==> config.mk <==
export PLATFORM = sky130hd
export DESIGN_NAME = gaq_ctrl
export DESIGN_NICKNAME = d
export VERILOG_FILES = /design/src/rtl/core/graph_adjacency_query_core_macros.svh /design/src/rtl/core/gaq_pkg.sv /design/src/rtl/core/gaq_ctrl.sv
export SDC_FILE = /design/constraint.sdc
export NUM_CORES = 1
export LEC_CHECK = 0
export BUFFER_PORTS_ARGS = -buffer_cell sky130_fd_sc_hd__buf_2
export CORE_AREA = 5 5 42 44
export DETAILED_ROUTE_END_ITERATION = 10
export DIE_AREA = 0 0 47 49
export PLACE_DENSITY = 0.7
export SLEW_MARGIN = 15
export SYNTH_ARGS = -nofsm -noshare
export SYNTH_HDL_FRONTEND = slang
export SYNTH_SLANG_ARGS = --single-unit
==> constraint.sdc <==
create_clock -name clk -period 2.8 [get_ports clk]
set_input_delay 0.14 -clock clk [delete_from_list [all_inputs] [get_ports clk]]
set_output_delay 0.14 -clock clk [all_outputs]
set_load 0.01 [all_outputs]
==> src/rtl/core/graph_adjacency_query_core_macros.svh <==
// ----------------------------------------------------------------------------
// graph adjacency query core assertion macros
// shared concurrent assertion forms, synchronous active-low reset
// ----------------------------------------------------------------------------
`ifndef GRAPH_ADJACENCY_QUERY_CORE_MACROS_SVH
`define GRAPH_ADJACENCY_QUERY_CORE_MACROS_SVH

// same-cycle implication
`define GAQ_ASSERT_IMPL(label, clk, rst_n, ante, cons) \
  label: assert property (@(posedge clk) disable iff (!(rst_n)) (ante) |-> (cons)) \
    else $error("gaq assertion failed");

// next-cycle implication
`define GAQ_ASSERT_NEXT(label, clk, rst_n, ante, cons) \
  label: assert property (@(posedge clk) disable iff (!(rst_n)) (ante) |=> (cons)) \
    else $error("gaq assertion failed");

`endif

==> src/rtl/core/gaq_pkg.sv <==
// ----------------------------------------------------------------------------
// gaq_pkg
// shared types and codes of the graph adjacency query core
// ----------------------------------------------------------------------------
`timescale 1ns / 1ps

package gaq_pkg;

  localparam int TOTAL_W = 21;
  localparam logic [TOTAL_W-1:0] TOTAL_MAX = 21'h1FFFFF;

  // item functions
  localparam logic [1:0] FUNC_SET   = 2'd0;
  localparam logic [1:0] FUNC_EDGE  = 2'd1;
  localparam logic [1:0] FUNC_QUERY = 2'd2;

  // result kinds
  localparam logic [1:0] KIND_NEIGHBOR = 2'd0;
  localparam logic [1:0] KIND_TOTAL    = 2'd1;
  localparam logic [1:0] KIND_UNKNOWN  = 2'd2;
  localparam logic [1:0] KIND_REJECT   = 2'd3;

  typedef struct packed {
    logic [1:0]  func;
    logic [4:0]  slot;
    logic [7:0]  key;
    logic [7:0]  neighbor;
    logic [15:0] weight;
  } in_item_t;

  typedef struct packed {
    logic [1:0]         kind;
    logic [7:0]         symbol;
    logic [TOTAL_W-1:0] total;
    logic               last;
  } out_item_t;

  // controller to datapath
  typedef struct packed {
    logic accept;
    logic set_id;
    logic scan;
    logic ins_rd;
    logic ins_shift;
    logic ins_new;
    logic q_rd;
    logic q_emit;
    logic q_tot;
    logic msg_emit;
  } gaq_cmd_t;

  // datapath to controller
  typedef struct packed {
    logic [1:0] func;
    logic       hit;
    logic       miss;
    logic       deg_full;
    logic       deg_zero;
    logic       j_zero;
    logic       greater;
    logic       q_done;
    logic       out_free;
  } gaq_status_t;

endpackage

==> src/rtl/core/gaq_ctrl.sv <==
// ----------------------------------------------------------------------------
// gaq_ctrl
// sequencing state machine for slot search, sorted insert and query replay
// ----------------------------------------------------------------------------
`timescale 1ns / 1ps

module gaq_ctrl
  import gaq_pkg::*;
(
  input  logic        clk,
  input  logic        rst_n,
  input  logic        in_valid,
  input  logic [1:0]  in_func,
  output logic        in_stall,
  input  gaq_status_t status,
  output gaq_cmd_t    cmd
);

  localparam logic [3:0] S_IDLE    = 4'd0;
  localparam logic [3:0] S_FIND    = 4'd1;
  localparam logic [3:0] S_DISP    = 4'd2;
  localparam logic [3:0] S_MSG     = 4'd3;
  localparam logic [3:0] S_INS_CHK = 4'd4;
  localparam logic [3:0] S_INS_CMP = 4'd5;
  localparam logic [3:0] S_QRD     = 4'd6;
  localparam logic [3:0] S_QEMIT   = 4'd7;
  localparam logic [3:0] S_QTOT    = 4'd8;

  logic [3:0] state_r;
  logic [3:0] state_nxt;

  assign in_stall = (state_r != S_IDLE);

  always_comb begin
    state_nxt = state_r;
    cmd       = '0;
    case (state_r)
      S_IDLE: begin
        if (in_valid) begin
          cmd.accept = 1'b1;
          case (in_func)
            FUNC_SET:   cmd.set_id = 1'b1;
            FUNC_EDGE:  state_nxt = S_FIND;
            FUNC_QUERY: state_nxt = S_FIND;
            default:    state_nxt = S_IDLE;
          endcase
        end
      end
      S_FIND: begin
        cmd.scan = 1'b1;
        if (status.hit) begin
          state_nxt = S_DISP;
        end else if (status.miss) begin
          state_nxt = S_MSG;
        end
      end
      S_DISP: begin
        if (status.func == FUNC_EDGE) begin
          state_nxt = status.deg_full ? S_MSG : S_INS_CHK;
        end else begin
          state_nxt = status.deg_zero ? S_QTOT : S_QRD;
        end
      end
      S_MSG: begin
        if (status.out_free) begin
          cmd.msg_emit = 1'b1;
          state_nxt    = S_IDLE;
        end
      end
      S_INS_CHK: begin
        if (status.j_zero) begin
          cmd.ins_new = 1'b1;
          state_nxt   = S_IDLE;
        end else begin
          cmd.ins_rd = 1'b1;
          state_nxt  = S_INS_CMP;
        end
      end
      S_INS_CMP: begin
        if (status.greater) begin
          cmd.ins_shift = 1'b1;
          state_nxt     = S_INS_CHK;
        end else begin
          cmd.ins_new = 1'b1;
          state_nxt   = S_IDLE;
        end
      end
      S_QRD: begin
        cmd.q_rd  = 1'b1;
        state_nxt = S_QEMIT;
      end
      S_QEMIT: begin
        if (status.out_free) begin
          cmd.q_emit = 1'b1;
          state_nxt  = status.q_done ? S_QTOT : S_QRD;
        end
      end
      S_QTOT: begin
        if (status.out_free) begin
          cmd.q_tot = 1'b1;
          state_nxt = S_IDLE;
        end
      end
      default: begin
        state_nxt = S_IDLE;
      end
    endcase
  end

  always_ff @(posedge clk) begin
    if (!rst_n) begin
      state_r <= S_IDLE;
    end else begin
      state_r <= state_nxt;
    end
  end

endmodule

Word level (Yosys, flattened, before mapping):

Index checks and enable logic that the tools add are counted.
Widths: inputs -> output; s select.

* equal/unequal tests: 16
* muxes and demuxes: 29
* reduce and logical (&&, ||, !) cells: 6

Operators by type and width (number)
* $mux 4: 8
* $pmux 4 s8: 1
* $eq 4x3->1 const B: 4
* $mux 1: 13
* $mux 3: 3
* $eq 4x2->1 const B: 2
* $pmux 4 s2: 1
* $ne 2x2->1 const B: 3
* $reduce_and 5->1: 1
* $eq 2x1->1 const B: 2
* $eq 4x1->1 const B: 1
* $eq 4x4->1 const B: 1
* $logic_not 4->1: 1
* $mux 2: 2
* $reduce_bool 4->1: 1
* $reduce_or 2->1: 2
* $ne 3x3->1 const B: 1
* $eq 2x2->1 const B: 1
* $logic_not 2->1: 1
* $ne 2x1->1 const B: 1
* $pmux 1 s2: 1

* flip-flop bits (word level): 4
* bits of input ports: 15
* logic and storage cells: 52

Longest topological paths before layout:

* depth after elaboration: 5
* gate-level depth with buffers: 6

Worst setup path before layout:

OpenSTA, ideal clock, no wires.

* kind: register to register
* start point: register state_r[0]
* end point: register state_r[3]
* library setup time: 0.117 ns
* arrival: 1.595 ns
* required time: 2.683 ns
* setup slack: 1.088 ns
* stages on the path, launching flop included: 6
* path buffers: 1
* cells stage by stage: dfxtp_1 -> buf_4 -> nor4b_1 -> a22oi_1 -> o2111a_1 -> a32o_1

* word-level cells in the longest chain between the ends: 4

RTL lines
* start, declared: line gaq_ctrl.sv:29 `logic [3:0] state_r;`
* start signal, assigned: line gaq_ctrl.sv:114 `state_r <= state_nxt;`
* $eq 4x4->1 / $eq 4x2->1 (equally long branches): line gaq_ctrl.sv:37 `case (state_r)`
* $reduce_or 2->1 (no line)
* $ne 2x1->1 (no line)
* $reduce_and 5->1 (no line)

Several ways; a longest one is shown, not always the timed one.
A chain may end at the register's enable or synchronous reset.

==> results.rst <==
.. list-table::
   :header-rows: 1

   * - Metric
     - Value
   * - Status
     - complete, no violations
   * - Count of max-cap constraint violations
     - 0
   * - Total global routing track utilization
     - 11.8%
   * - Worst skew pair latency
     - approximately 240 ps
   * - Number of H-tree levels
     - 1
   * - Clock tree from TritonCTS
     - yes
   * - Die Width
     - around 47 um
   * - Internal reg-to-reg setup slack
     - 950 ps
   * - Power Dens Cells
     - 597 nW/um2
   * - Highest-count cells in the layout ignoring fill and taps
     - sky130_fd_sc_hd__buf_2, sky130_fd_sc_hd__nor2_1, sky130_fd_sc_hd__inv_1, sky130_fd_sc_hd__nand2b_1, sky130_fd_sc_hd__dfxtp_1
   * - Detail-routed net length per standard cell
     - ~12 um
   * - Gr ovfl total
     - 0
   * - Complex-gate fraction of the synthesized area
     - between 30% and 40%
   * - Number of post-CTS setup repair buffers
     - 0
   * - Crit path max fanout
     - 20
   * - Antenna diode count
     - 0
   * - Cells along the critical path
     - inv_1, or3_1, nor2_1, buf_2
   * - Relative slew slack
     - 60.0%
   * - Number of global-route vias before repair
     - 509
   * - Vias per std cell
     - 5.54
   * - Largest family of logic cells by synthesized area
     - simple AND/OR/NAND/NOR gates
   * - Per-instance average area after synthesis
     - 7.27 um2
   * - Netlist cell types
     - 35
   * - Number of antenna violations at the first check in global routing
     - 0
   * - Final ANT Viol Nets
     - 0
   * - Stage delay of the slowest cell on the critical path
     - around 700 ps
   * - Met3 track demand over resource in global routing
     - under 10%
   * - Worst Min Path Start
     - status[1]
   * - Xor and xnor fraction of the mapped netlist area
     - 0%
   * - Part of the Yosys area used for sequential elements
     - about 16%
   * - Combined buffer and inverter count along the critical path
     - 2
   * - Largest net degree at the start of global routing
     - 21
   * - Global-route met1 utilization
     - 14.3%
   * - Port Buf Inserts
     - 25
   * - RR Startpoint
     - state_r[3]
   * - Clk root buf
     - sky130_fd_sc_hd__clkbuf_4
   * - Proportion of register bits with asynchronous set or reset after synthesis
     - 0%
   * - Wire length of the first global-routing pass
     - approximately 2000 um
   * - First element of the critical path
     - state_r[0]
   * - Worst Skew
     - 8.23 ps
   * - Registers with the most flip-flops
     - state_r (4)
   * - Static leakage
     - 0.299 nW
   * - Synth Net Count
     - 84
   * - Worst endpoint required time
     - 2660 ps
   * - Yosys warns
     - 0
   * - Slowest cell on the critical path
     - sky130_fd_sc_hd__dfxtp_1
   * - WP depth
     - 4
   * - Max Buffers Root-to-Sink
     - 2
   * - Arr. time, crit path
     - 1780 ps
   * - Register containing the most flip-flops in the final layout
     - state_r
   * - Part of the cycle the worst path needs
     - between 60% and 70%
   * - Worst vdd rail ir drop
     - between 300 and 400 uV
   * - Most common library cell in the layout ignoring fill and taps
     - sky130_fd_sc_hd__buf_2
   * - DP HPWL
     - ~1000 um
   * - Post-synthesis sequential element count
     - 4
   * - Peak clock frequency supported by timing
     - 0.520 GHz
   * - Syn Std Cell Area
     - 494 um2
   * - Setup-violating endpoint count in the final report
     - 0
   * - Slew Viols, Final
     - 0
   * - GR Util met2
     - 17.6%
   * - Setup crit end kind
     - output pin
   * - Number of cells produced by synthesis
     - 68
   * - RSZ-0062 raised after global routing
     - false
   * - EDFF count, synth
     - 0
   * - TritonCTS Buffers
     - 3
   * - Clock-pin transition on the worst setup and hold timing paths
     - 40 ps
   * - GPL Wtd Cong
     - 0.789
   * - Busiest layer in global routing
     - met2
   * - Die footprint
     - 2300 um2
   * - Largest register FFs
     - 4
   * - Final min period
     - 1920 ps
   * - Hold Path Cell Cnt
     - 4
   * - Worst r2r path cells
     - 4
   * - Number of rows in the core area
     - 14
   * - Starting Density
     - 35.3%
   * - Kind of start point of the critical path
     - register
   * - DRC marker count from the first detailed-route iteration
     - 17
   * - Placed Instances
     - 104
   * - Via count
     - between 500 and 600
   * - Leading register cell type out of synthesis
     - sky130_fd_sc_hd__dfxtp_1
   * - Accumulated negative setup slack
     - 0 ps
   * - Floorplan core area
     - 1400 um2
   * - Count of hold-fix buffers inserted at cts
     - 0
   * - Class of the tightest hold or removal check
     - in2reg
   * - Share of cells above drive strength 1
     - 33.0%
   * - DRC errors left
     - 0
   * - Fraction of the mapped netlist area in adder cells
     - 2.53%
   * - Layout Cells excl Fill
     - about 110
   * - Critical path's top delay family
     - flip-flops
   * - Worst Path Class, Setup
     - reg2out
   * - Final WL
     - about 1300 um
   * - Layout overhead on the synthesized area
     - 29.4%
   * - Actual transition at the worst max-transition pin
     - 599 ps
   * - Post-synthesis simple-gate area fraction
     - 40.5%
   * - Final Hold Fails
     - 0
   * - First-pass iteration count of the detailed router
     - 4
   * - Count of clock tree sinks
     - 4
   * - Y dimension of the die
     - roughly 49 um
   * - # nets final
     - ~110
   * - Post-cts sizing count
     - 0
   * - Number of top-level pins
     - 26
   * - Mux cell area share after synthesis
     - 0%
   * - Filler cell count in the final layout
     - 155
## Yosys cell counts, types with 2 or more instances
cell / number / area (um2)
sky130_fd_sc_hd__inv_1: 6 / 22.5
sky130_fd_sc_hd__nand2b_1: 6 / 37.5
sky130_fd_sc_hd__a22o_1: 3 / 26.3
sky130_fd_sc_hd__nand2_1: 2 / 7.51
sky130_fd_sc_hd__dfxtp_1: 4 / 80.1
sky130_fd_sc_hd__nor2_1: 10 / 37.5
sky130_fd_sc_hd__nor2b_1: 2 / 12.5
sky130_fd_sc_hd__clkbuf_1: 4 / 15.0
sky130_fd_sc_hd__a32o_1: 2 / 20.0
sky130_fd_sc_hd__and2_1: 2 / 12.5
sky130_fd_sc_hd__nor4b_1: 2 / 17.5
sky130_fd_sc_hd__o31ai_1: 2 / 15.0
## report_power, final
group / internal [W] / leakage [nW] / switching (W)
clock: 0.0000481 / 0.0138 / 0.0000261
combinational: 0.0000980 / 0.253 / 0.0000929
sequential: 0.0000685 / 0.0325 / 0.0000481
## worst reg2reg max path: stages (launching register included)
cell and delay (ps):
sky130_fd_sc_hd__dfxtp_1 620, sky130_fd_sc_hd__or4b_1 500, sky130_fd_sc_hd__a21o_1 200, sky130_fd_sc_hd__o2111a_1 170
sky130_fd_sc_hd__a32o_1 250
## cell type report
cell class,instances,area [um2],share of cell area [%]
clock buffers,3,22.5,3.52
inverters,6,22.5,3.52
multi-input cells,53,369,57.7
flip-flops and latches,4,80.1,12.5
well taps,16,20.0,3.13
repair buffers,25,125,19.6
## routing by layer
metal	up-vias	routed length [um]
met2	21	582
met3	4	116
met1	266	571
met5	-	0
li1	302	-
met4	0	25
## through the flow
step	utilization (%)	area, um2	setup slack, ps	power [W]	hold slack [ps]
after floorplan	-	494	1090	0.000258	330
final	45.6	639	876	0.000382	322
after detailed placement	44.0	617	953	0.000309	572
after global placement	44.0	617	999	0.000306	571
after global routing	45.6	639	767	0.000415	361
after CTS	45.6	639	896	0.000384	330
## logic make-up (layout without fill, tap and decap cells)
family          Yosys count  in the layout
buf+inv                  11             34
fa+ha+maj                 1              1
compound gates           18             18
flops                     4              4
simple gates             34             34
## path summary, 6_finish.rpt
check                     to
hold reg to reg   state_r[2]
setup / recovery      cmd[0]
setup reg to reg  state_r[3]
hold / removal    state_r[3]
No activity file was read; power rests on OpenSTA's default activity.
